**src/hdl/cesc_pkg.sv**
```systemverilog
// shared types, constants and month tables for the epoch seconds converter
package cesc_pkg;

  localparam int unsigned IN_TDATA_W  = 72;
  localparam int unsigned OUT_TDATA_W = 72;

  localparam logic [16:0] EPOCH_BIAS_DAYS = 17'((70 * 365) + 17);
  localparam logic [16:0] SECS_PER_DAY    = 17'd86400;
  localparam logic [16:0] SECS_PER_HOUR   = 17'd3600;
  localparam logic [16:0] DAYS_PER_YEAR   = 17'd365;
  localparam logic [7:0]  YEAR_OFFSET     = 8'd100;
  localparam logic [7:0]  YEAR_LAST       = 8'd199;

  // reciprocals, rounded up, with their shift amounts
  localparam logic [25:0] RCP_DAY  = 26'd50903317;  // x / 675, shift 35
  localparam logic [25:0] RCP_WEEK = 26'd149797;    // x / 7, shift 20
  localparam logic [25:0] RCP_HOUR = 26'd149131;    // x / 3600, shift 29
  localparam logic [25:0] RCP_YEAR = 26'd91930;     // x / 365, shift 25
  localparam logic [25:0] RCP_MIN  = 26'd2185;      // x / 60, shift 17

  typedef enum logic [3:0] {
    ST_IDLE,
    ST_C2S_DAYS,
    ST_C2S_MUL,
    ST_C2S_SUM,
    ST_S2C_DIVD,
    ST_S2C_TODM,
    ST_S2C_TOD,
    ST_S2C_WDAY,
    ST_S2C_HOUR,
    ST_S2C_YEAR,
    ST_S2C_MIN,
    ST_S2C_MON
  } cesc_state_t;

  typedef enum logic [3:0] {
    STEP_NOP,
    STEP_C2S_DAYS,
    STEP_C2S_MUL,
    STEP_C2S_SUM,
    STEP_S2C_DIVD,
    STEP_S2C_TODM,
    STEP_S2C_TOD,
    STEP_S2C_WDAY,
    STEP_S2C_HOUR,
    STEP_S2C_YEAR,
    STEP_S2C_MIN,
    STEP_S2C_MON
  } cesc_step_t;

  typedef struct packed {
    logic       load_in;
    cesc_step_t step;
    logic       load_out;
  } cesc_cmd_t;

  typedef struct packed {
    logic              year_oor;
    logic [2:0]        weekday;
    logic [5:0]        second;
    logic [5:0]        minute;
    logic [4:0]        hour;
    logic [4:0]        day;
    logic [3:0]        month;
    logic signed [7:0] year;
    logic [31:0]       seconds;
  } cesc_result_t;

  // days before the first of month idx (0 is January)
  function automatic logic [8:0] cum_days(input logic leap, input logic [3:0] idx);
    logic [8:0] base;
    unique case (idx)
      4'd0:    base = 9'd0;
      4'd1:    base = 9'd31;
      4'd2:    base = 9'd59;
      4'd3:    base = 9'd90;
      4'd4:    base = 9'd120;
      4'd5:    base = 9'd151;
      4'd6:    base = 9'd181;
      4'd7:    base = 9'd212;
      4'd8:    base = 9'd243;
      4'd9:    base = 9'd273;
      4'd10:   base = 9'd304;
      4'd11:   base = 9'd334;
      default: base = 9'd0;
    endcase
    return base + ((leap && (idx >= 4'd2)) ? 9'd1 : 9'd0);
  endfunction

endpackage

```
**src/hdl/cesc_ctrl.sv**
```systemverilog
// sequencer for the converter: steps the datapath and owns the handshakes
module cesc_ctrl
  import cesc_pkg::*;
(
  input  logic      clk,
  input  logic      rst_n,
  input  logic      in_tvalid,
  input  logic      in_op,
  output logic      in_tready,
  input  logic      out_tready,
  output logic      out_tvalid,
  output cesc_cmd_t cmd
);

  cesc_state_t state_r, state_nxt;
  logic        out_valid_r, out_valid_nxt;
  logic        slot_free;

  assign slot_free = !out_valid_r || out_tready;

  always_comb begin
    state_nxt = state_r;
    unique case (state_r)
      ST_IDLE: begin
        if (in_tvalid) begin
          state_nxt = in_op ? ST_S2C_DIVD : ST_C2S_DAYS;
        end
      end
      ST_C2S_DAYS: state_nxt = ST_C2S_MUL;
      ST_C2S_MUL:  state_nxt = ST_C2S_SUM;
      ST_C2S_SUM: begin
        if (slot_free) state_nxt = ST_IDLE;
      end
      ST_S2C_DIVD: state_nxt = ST_S2C_TODM;
      ST_S2C_TODM: state_nxt = ST_S2C_TOD;
      ST_S2C_TOD:  state_nxt = ST_S2C_WDAY;
      ST_S2C_WDAY: state_nxt = ST_S2C_HOUR;
      ST_S2C_HOUR: state_nxt = ST_S2C_YEAR;
      ST_S2C_YEAR: state_nxt = ST_S2C_MIN;
      ST_S2C_MIN:  state_nxt = ST_S2C_MON;
      ST_S2C_MON: begin
        if (slot_free) state_nxt = ST_IDLE;
      end
      default: state_nxt = ST_IDLE;
    endcase
  end

  always_comb begin
    in_tready    = 1'b0;
    cmd.load_in  = 1'b0;
    cmd.step     = STEP_NOP;
    cmd.load_out = 1'b0;
    unique case (state_r)
      ST_IDLE: begin
        in_tready   = 1'b1;
        cmd.load_in = in_tvalid;
      end
      ST_C2S_DAYS: cmd.step = STEP_C2S_DAYS;
      ST_C2S_MUL:  cmd.step = STEP_C2S_MUL;
      ST_C2S_SUM: begin
        cmd.step     = STEP_C2S_SUM;
        cmd.load_out = slot_free;
      end
      ST_S2C_DIVD: cmd.step = STEP_S2C_DIVD;
      ST_S2C_TODM: cmd.step = STEP_S2C_TODM;
      ST_S2C_TOD:  cmd.step = STEP_S2C_TOD;
      ST_S2C_WDAY: cmd.step = STEP_S2C_WDAY;
      ST_S2C_HOUR: cmd.step = STEP_S2C_HOUR;
      ST_S2C_YEAR: cmd.step = STEP_S2C_YEAR;
      ST_S2C_MIN:  cmd.step = STEP_S2C_MIN;
      ST_S2C_MON: begin
        cmd.step     = STEP_S2C_MON;
        cmd.load_out = slot_free;
      end
      default: cmd.step = STEP_NOP;
    endcase
  end

  always_comb begin
    if (cmd.load_out) begin
      out_valid_nxt = 1'b1;
    end else if (out_tready) begin
      out_valid_nxt = 1'b0;
    end else begin
      out_valid_nxt = out_valid_r;
    end
  end

  assign out_tvalid = out_valid_r;

  always_ff @(posedge clk) begin
    if (!rst_n) begin
      state_r     <= ST_IDLE;
      out_valid_r <= 1'b0;
    end else begin
      state_r     <= state_nxt;
      out_valid_r <= out_valid_nxt;
    end
  end

endmodule

```
**src/hdl/cesc_dp.sv**
```systemverilog
// datapath: input capture, shared reciprocal multiplier, calendar logic, result register
module cesc_dp
  import cesc_pkg::*;
(
  input  logic                   clk,
  input  cesc_cmd_t              cmd,
  input  logic [IN_TDATA_W-1:0]  in_tdata,
  output cesc_result_t           result
);

  // captured input fields
  logic [31:0] secs_r;
  logic [6:0]  iyear_r;
  logic [3:0]  imonth_r;
  logic [4:0]  iday_r;
  logic [4:0]  ihour_r;
  logic [5:0]  iminute_r;
  logic [5:0]  isecond_r;

  // working registers
  logic [50:0] prod_r;
  logic [16:0] days_r, days_nxt;
  logic [16:0] tod_r, tod_nxt;
  logic [11:0] rem_r;
  logic [2:0]  wday_r;
  logic [4:0]  hour_r;
  logic [5:0]  minute_r, second_r;
  logic [7:0]  year_r;
  logic [7:0]  year1_r;
  logic [8:0]  doy_r;
  cesc_result_t res_r, res_nxt;

  // shared multiplier operands
  logic [24:0] mul_a;
  logic [25:0] mul_b;

  // date to day count
  logic [7:0]  year9;
  logic [16:0] ystart0;
  logic [3:0]  midx;
  logic [16:0] days0;
  logic [16:0] tod0;

  // seconds to date helpers
  logic [15:0] q_day;
  logic [16:0] day_n;
  logic [16:0] q_week;
  logic [4:0]  q_hour;
  logic [5:0]  q_min;
  logic [7:0]  yr_dec;
  logic [16:0] start_a, start_b;
  logic        use_dec;
  logic        leap1;
  logic [3:0]  mon_idx;
  logic [8:0]  mon_base;

  assign q_day  = prod_r[50:35];
  assign day_n  = days_r + 17'd1;
  assign q_week = prod_r[36:20];
  assign q_hour = prod_r[33:29];
  assign q_min  = prod_r[22:17];

  always_comb begin
    year9 = {1'b0, iyear_r} + YEAR_OFFSET;
    ystart0 = 17'((year9 - 8'd1) >> 2) + 17'(year9) * DAYS_PER_YEAR;
    if (imonth_r == 4'd0) begin
      midx = 4'd0;
    end else if (imonth_r > 4'd12) begin
      midx = 4'd11;
    end else begin
      midx = imonth_r - 4'd1;
    end
    days0 = ystart0 + 17'(cum_days(year9[1:0] == 2'b00, midx)) + 17'(iday_r)
            - 17'd1 - EPOCH_BIAS_DAYS;
    tod0 = 17'(ihour_r) * SECS_PER_HOUR + 17'(iminute_r) * 17'd60 + 17'(isecond_r);
  end

  // year estimate is at most one too high
  always_comb begin
    yr_dec  = year_r - 8'd1;
    start_a = 17'(year_r) * DAYS_PER_YEAR + 17'((year_r - 8'd1) >> 2);
    start_b = 17'(yr_dec) * DAYS_PER_YEAR + 17'((yr_dec - 8'd1) >> 2);
    use_dec = days_r < start_a;
  end

  always_comb begin
    leap1   = year1_r[1:0] == 2'b00;
    mon_idx = 4'd0;
    for (int m = 1; m < 12; m++) begin
      if (doy_r >= cum_days(leap1, 4'(m))) mon_idx = 4'(m);
    end
    mon_base = cum_days(leap1, mon_idx);
  end

  always_comb begin
    mul_a = '0;
    mul_b = '0;
    unique case (cmd.step)
      // the day product is kept alive while the final add waits for the slot
      STEP_C2S_MUL, STEP_C2S_SUM: begin
        mul_a = 25'(days_r);
        mul_b = 26'(SECS_PER_DAY);
      end
      STEP_S2C_DIVD: begin
        mul_a = secs_r[31:7];
        mul_b = RCP_DAY;
      end
      STEP_S2C_TODM: begin
        mul_a = 25'(q_day);
        mul_b = 26'(SECS_PER_DAY);
      end
      STEP_S2C_TOD: begin
        mul_a = 25'(days_r + 17'd1);
        mul_b = RCP_WEEK;
      end
      STEP_S2C_WDAY: begin
        mul_a = 25'(tod_r);
        mul_b = RCP_HOUR;
      end
      STEP_S2C_HOUR: begin
        mul_a = 25'(days_r);
        mul_b = RCP_YEAR;
      end
      STEP_S2C_YEAR: begin
        mul_a = 25'(rem_r);
        mul_b = RCP_MIN;
      end
      default: begin
        mul_a = '0;
        mul_b = '0;
      end
    endcase
  end

  always_comb begin
    days_nxt = days_r;
    tod_nxt  = tod_r;
    unique case (cmd.step)
      STEP_C2S_DAYS: begin
        days_nxt = days0;
        tod_nxt  = tod0;
      end
      STEP_S2C_TODM: days_nxt = 17'(q_day) + EPOCH_BIAS_DAYS;
      STEP_S2C_TOD:  tod_nxt  = 17'(secs_r - prod_r[31:0]);
      default: begin
        days_nxt = days_r;
        tod_nxt  = tod_r;
      end
    endcase
  end

  always_comb begin
    res_nxt = '0;
    if (cmd.step == STEP_C2S_SUM) begin
      res_nxt.seconds = prod_r[31:0] + {15'd0, tod_r};
    end else begin
      res_nxt.year     = 8'(year1_r - YEAR_OFFSET);
      res_nxt.month    = mon_idx + 4'd1;
      res_nxt.day      = 5'(doy_r - mon_base + 9'd1);
      res_nxt.hour     = hour_r;
      res_nxt.minute   = minute_r;
      res_nxt.second   = second_r;
      res_nxt.weekday  = wday_r;
      res_nxt.year_oor = (year1_r < YEAR_OFFSET) || (year1_r > YEAR_LAST);
    end
  end

  always_ff @(posedge clk) begin
    if (cmd.load_in) begin
      secs_r    <= in_tdata[31:0];
      iyear_r   <= in_tdata[38:32];
      imonth_r  <= in_tdata[42:39];
      iday_r    <= in_tdata[47:43];
      ihour_r   <= in_tdata[52:48];
      iminute_r <= in_tdata[58:53];
      isecond_r <= in_tdata[64:59];
    end
    prod_r <= {26'd0, mul_a} * {25'd0, mul_b};
    days_r <= days_nxt;
    tod_r  <= tod_nxt;
    if (cmd.step == STEP_S2C_WDAY) begin
      wday_r <= 3'(day_n - 17'(q_week) * 17'd7);
    end
    if (cmd.step == STEP_S2C_HOUR) begin
      hour_r <= q_hour;
      rem_r  <= 12'(tod_r - 17'(q_hour) * SECS_PER_HOUR);
    end
    if (cmd.step == STEP_S2C_YEAR) begin
      year_r <= prod_r[32:25];
    end
    if (cmd.step == STEP_S2C_MIN) begin
      minute_r <= q_min;
      second_r <= 6'(rem_r - 12'(q_min) * 12'd60);
      year1_r  <= use_dec ? yr_dec : year_r;
      doy_r    <= 9'(days_r - (use_dec ? start_b : start_a));
    end
    if (cmd.load_out) begin
      res_r <= res_nxt;
    end
  end

  assign result = res_r;

endmodule

```
**src/hdl/calendar_epoch_seconds_converter_core.sv**
```systemverilog
// top level of the calendar / unix seconds converter
//
// channel  dir  handshake              payload
// in_      in   in_tvalid/in_tready    in_tuser opcode, in_tdata calendar fields and seconds
// out_     out  out_tvalid/out_tready  out_tdata result fields, out_tuser year range flag
//
// calendar to seconds: accept, day count, day multiply, final add
// seconds to calendar: the one shared multiplier works through five reciprocal divisions
//   and one product in turn
// synchronous active-low reset returns the sequencer to idle and empties the result slot
// a stalled result holds in the output register; a new item is still taken meanwhile,
//   and only the last step of the next item waits for the slot to drain
module calendar_epoch_seconds_converter_core
  import cesc_pkg::*;
(
  input  logic                   clk,
  input  logic                   rst_n,
  // input item
  input  logic                   in_tvalid,
  output logic                   in_tready,
  // [31:0] in_seconds, [38:32] in_year, [42:39] in_month, [47:43] in_day,
  // [52:48] in_hour, [58:53] in_minute, [64:59] in_second, [71:65] zero
  input  logic [IN_TDATA_W-1:0]  in_tdata,
  // [0] opcode: 0 calendar to seconds, 1 seconds to calendar
  input  logic                   in_tuser,
  // result item
  output logic                   out_tvalid,
  input  logic                   out_tready,
  // [31:0] out_seconds, [39:32] out_year, [43:40] out_month, [48:44] out_day,
  // [53:49] out_hour, [59:54] out_minute, [65:60] out_second, [68:66] out_weekday,
  // [71:69] zero
  output logic [OUT_TDATA_W-1:0] out_tdata,
  // [0] year_out_of_range
  output logic                   out_tuser
);

  cesc_cmd_t    cmd;
  cesc_result_t result;

  // sequencer: one state per datapath step
  cesc_ctrl u_ctrl (
    .clk        (clk),
    .rst_n      (rst_n),
    .in_tvalid  (in_tvalid),
    .in_op      (in_tuser),
    .in_tready  (in_tready),
    .out_tready (out_tready),
    .out_tvalid (out_tvalid),
    .cmd        (cmd)
  );

  // datapath holds the operands, the shared multiplier and the result register
  cesc_dp u_dp (
    .clk      (clk),
    .cmd      (cmd),
    .in_tdata (in_tdata),
    .result   (result)
  );

  // pack result fields, lowest field first
  assign out_tdata = {3'd0, result.weekday, result.second, result.minute, result.hour,
                      result.day, result.month, result.year, result.seconds};
  assign out_tuser = result.year_oor;

`ifndef SYNTHESIS
  // an accepted item never completes in the very next cycle
  assert property (@(posedge clk) disable iff (!rst_n)
    (in_tvalid && in_tready) |=> !$rose(out_tvalid))
    else $error("result appeared one cycle after accept");

  // only one item in flight: the input closes right after an accept
  assert property (@(posedge clk) disable iff (!rst_n)
    (in_tvalid && in_tready) |=> !in_tready)
    else $error("input still open while an item is in flight");

  // the range flag comes only with calendar results, which carry zero seconds
  assert property (@(posedge clk) disable iff (!rst_n)
    (out_tvalid && out_tuser) |-> (out_tdata[31:0] == 32'd0))
    else $error("range flag set on a seconds result");
`endif

endmodule

```
**config.mk**
```make
export PLATFORM = sky130hd
export DESIGN_NAME = calendar_epoch_seconds_converter_core
export DESIGN_NICKNAME = d
export VERILOG_FILES = /design/src/hdl/cesc_pkg.sv /design/src/hdl/cesc_ctrl.sv /design/src/hdl/cesc_dp.sv /design/src/hdl/calendar_epoch_seconds_converter_core.sv
export SDC_FILE = /design/constraint.sdc
export NUM_CORES = 2
export LEC_CHECK = 0
export ABC_AREA = 0
export BUFFER_PORTS_ARGS = -buffer_cell sky130_fd_sc_hd__buf_2
export CORE_UTILIZATION = 65
export DETAILED_ROUTE_END_ITERATION = 10
export PLACE_DENSITY = 0.86
export REMOVE_ABC_BUFFERS = 1
export SYNTH_ARGS = -nofsm -noshare
export SYNTH_HDL_FRONTEND = slang
export SYNTH_SLANG_ARGS = --single-unit
```
**constraint.sdc**
```tcl
create_clock -name clk -period 15.8 [get_ports clk]
set_clock_uncertainty 0.1 [all_clocks]
set_input_delay 1.58 -clock clk [delete_from_list [all_inputs] [get_ports clk]]
set_output_delay 1.58 -clock clk [all_outputs]
set_load 0.05 [all_outputs]
```
==> flow_summary.json <==
{
  "status": "finished clean",
  "relSlewSlack_pct": 19.2,
  "final_area_um2": 41100,
  "rsz0062_at_grt": "no",
  "syn_inst": 3910,
  "hold_end": "u_dp.rem_r[0]$_DFFE_PP_",
  "syn_area_per_cell_um2": 9.79,
  "maxCapViolations": 0,
  "synth-compound-area-share_pct": 8.82,
  "drv_slew": 0,
  "wire_per_inst_um": 20.5,
  "max_freq_ghz": 0.0955,
  "hpwlAfterDp_mm": 84.0,
  "synth_top_area_cell": "fa_1",
  "io_pins": 152,
  "drtAntennaViolNets": 0,
  "post_dp_cell_area_um2": 40100,
  "cts_buffers": 31,
  "synth_edf_count": 226,
  "ys_warn_count": 0,
  "irDropWorstVdd_uv": 295,
  "regArea_um2": 7890,
  "core.rowCount": 88,
  "syn_area_um2": 38300,
  "postCtsHoldBufs": 0,
  "critPathMaxStageDelay_ns": 0.82,
  "worstHoldPathType": "flip-flop to flip-flop",
  "worst_pin_slew_ns": 1.21,
  "instances_no_fill": 4892,
  "finalCritPeriodShare_pct": 66.3,
  "fin_nets": 5260,
  "r2r_end": "u_dp.doy_r[8]$_DFFE_PN_",
  "yosys-mux-area-fraction_pct": 0.373,
  "critPathTopFamily": "adder cells",
  "yosys-top-cells-area": "fa_1 27%, ha_1 19%, edfxtp_1 18%, inv_1 9.2%, xnor2_1 3.6%",
  "crit_buf_inv": 5,
  "drt_pass1_iterations": 8,
  "clkTransAtPathRegs_ns": 0.07,
  "whs_ns": 0.408,
  "place_ws_ns": 5.43,
  "core_area_um2": 57900,
  "p_leak_nw": 21.2,
  "setup_tns_ns": 0,
  "cp_max_fo": 20,
  "hold_viol_final": 0,
  "dieArea_um2": 59800,
  "post_cts_buffers": 0,
  "die_y_um": 245,
  "dieWidth_um": 245,
  "grt_pass1_vias": 29171,
  "synth.most_common_cell": "inv_1",
  "holdCritStartpoint": "u_dp.tod_r[0]$_DFFE_PP_",
  "r2r_slack_ns": 5.33,
  "hold_depth": 0,
  "synth_top_family_by_area": "adder cells",
  "drc": 0,
  "clock_latency_ns": 0.65,
  "reg2regPathDepth": 38,
  "cp.arrival_ns": 10.73,
  "async_flop_share_pct": 0,
  "multi_input_area_um2": 26900,
  "yosys.area_share.simple_pct": 9.38,
  "required_ns": 16.05,
  "fillers": 4267,
  "synth_top_area_share_pct": 26.5,
  "ys_top_cells_by_count": "935 x inv_1, 576 x ha_1, 507 x fa_1",
  "power_density_nw_per_um2": 205,
  "grtUsageTotal_pct": 34.5,
  "crit_slowest_cell": "edfxtp_1",
  "cts_resized": 0,
  "drive_gt1_share_pct": 6.28,
  "vias_per_cell": 5.77,
  "final.setup.worst_slack_ns": 5.33,
  "start_util_pct": 66.1,
  "grt_overflow_total": 0,
  "grt_pass1_wl_mm": 157,
  "setup_violations": 0,
  "routed_wirelength_mm": 100,
  "synth_cell_types": 75,
  "ys.flop_type": "edfxtp_1",
  "port_buffers": 141,
  "min_period_ns": 10.47,
  "cts_buffer_depth": 3,
  "r2r_start": "u_dp.year_r[0]$_DFFE_PN_",
  "htreeDepth": 1,
  "gp_congestion": 1.06,
  "first_iter_violations": 2383,
  "clock_sinks": 281,
  "synth_fa_ha_area_share_pct": 45.4,
  "antenna_found_initial": 3,
  "critPathKind": "flip-flop to flip-flop",
  "area_delta_synth_final_pct": 7.38,
  "fin_util_pct": 70.9,
  "place_inst": 4832,
  "grt_max_degree": 71,
  "clockRootBuffer": "clkbuf_16",
  "ys_ff_latch": 281,
  "end_kind": "flip-flop",
  "ys_seq_area_share_pct": 20.6,
  "worstSetupStartpointType": "flip-flop",
  "synth_xor_area_share_pct": 5.54,
  "critical-path-top-cell-by-count": "a21oi_1",
  "power_mw": 8.44,
  "num_vias": 28240,
  "cts_tree": "yes"
}
-- cell families (layout without fill, tap and decap cells) --
logic type | count (synthesis) | count (layout)
other cells | 2 | 71
xor+xnor | 242 | 242
compound gates | 516 | 516
fa+ha+maj | 1083 | 1083
mux | 14 | 14
buf+inv | 1005 | 1153
flops | 281 | 281
simple gates | 767 | 767
-- layer usage --
layer  vias up  part of all wire [%]  wire, µm  GRT usage [%]
li1      12825                     -         -              -
met1     13727                    38     38400           43.6
met2      1327                    46     45900           55.4
met3       355                   9.6      9660           7.69
met4         6                   6.2      6230           17.8
met5         -                  0.24       239           1.47
-- power by group --
part / leakage [nW] / switching (mW) / internal, mW
combinational: 18.2 / 3.79 / 2.56
sequential: 2.59 / 0.239 / 1.12
clock: 0.478 / 0.323 / 0.400
-- sequential cells by signal, indices dropped and copies added, names as in the netlist, 7 cells and up --
signal        count
u_dp.days_r      17
u_dp.doy_r        9
u_dp.iyear_r      7
u_dp.prod_r      50
u_dp.rem_r       12
u_dp.result      70
u_dp.secs_r      32
u_dp.tod_r       17
u_dp.year1_r      8
u_dp.year_r       8
-- area by class of cell --
cell class	instances	share of cell area, %
well taps	765	2.33
clock inverters	13	0.283
multi-input cells	2691	65.5
flip-flops and latches	281	19.2
repair buffers	160	2.06
inverters	935	8.54
clock buffers	45	2.12
diodes	2	0.0122
-- worst max-delay path by stage --
stage                              end  cells after the start  slack (ns)                     start
2_1_floorplan  u_dp.doy_r[8]$_DFFE_PN_                     38        6.60  u_dp.year_r[0]$_DFFE_PN_
3_3_place_gp   u_dp.doy_r[8]$_DFFE_PN_                     38        5.59  u_dp.year_r[0]$_DFFE_PN_
3_5_place_dp   u_dp.doy_r[8]$_DFFE_PN_                     38        5.43  u_dp.year_r[0]$_DFFE_PN_
4_1_cts        u_dp.doy_r[8]$_DFFE_PN_                     38        5.39  u_dp.year_r[0]$_DFFE_PN_
5_1_grt        u_dp.doy_r[8]$_DFFE_PN_                     38        4.59  u_dp.year_r[0]$_DFFE_PN_
6_report       u_dp.doy_r[8]$_DFFE_PN_                     38        5.33  u_dp.year_r[0]$_DFFE_PN_
-- worst reg2reg max path: cells and delay by family, from the launching register on --
kind / cells / cell delay, ns
buf+inv: 5 / 0.80
fa+ha+maj: 9 / 3.53
compound gates: 16 / 3.47
simple gates: 5 / 1.07
flops: 1 / 0.82
xor+xnor: 3 / 0.42
-- layout by cell type (no fill, tap or decap), types with 12 or more instances in the layout --
cell / netlist / final
xnor2_1: 156 / 156
buf_2: 2 / 141
o21bai_1: 21 / 21
fa_1: 507 / 507
nand2_1: 231 / 231
conb_1: 2 / 69
a211oi_1: 12 / 12
buf_4: 3 / 19
a21oi_1: 168 / 167
nand3_1: 41 / 41
or2_2: 18 / 18
nor2_1: 223 / 218
clkbuf_16: 0 / 32
nand4_1: 15 / 15
or3_1: 22 / 22
nor2b_1: 48 / 48
dfxtp_1: 55 / 55
o21a_1: 19 / 19
inv_1: 935 / 935
edfxtp_1: 226 / 226
o31ai_1: 14 / 14
xor2_1: 86 / 86
a21o_1: 69 / 69
nand2b_1: 31 / 31
ha_1: 576 / 576
and3_1: 40 / 40
nor3_1: 50 / 47
o21ai_0: 96 / 96
and2_1: 20 / 20
mux2i_1: 12 / 12
No activity file was read; power rests on OpenSTA's default activity.
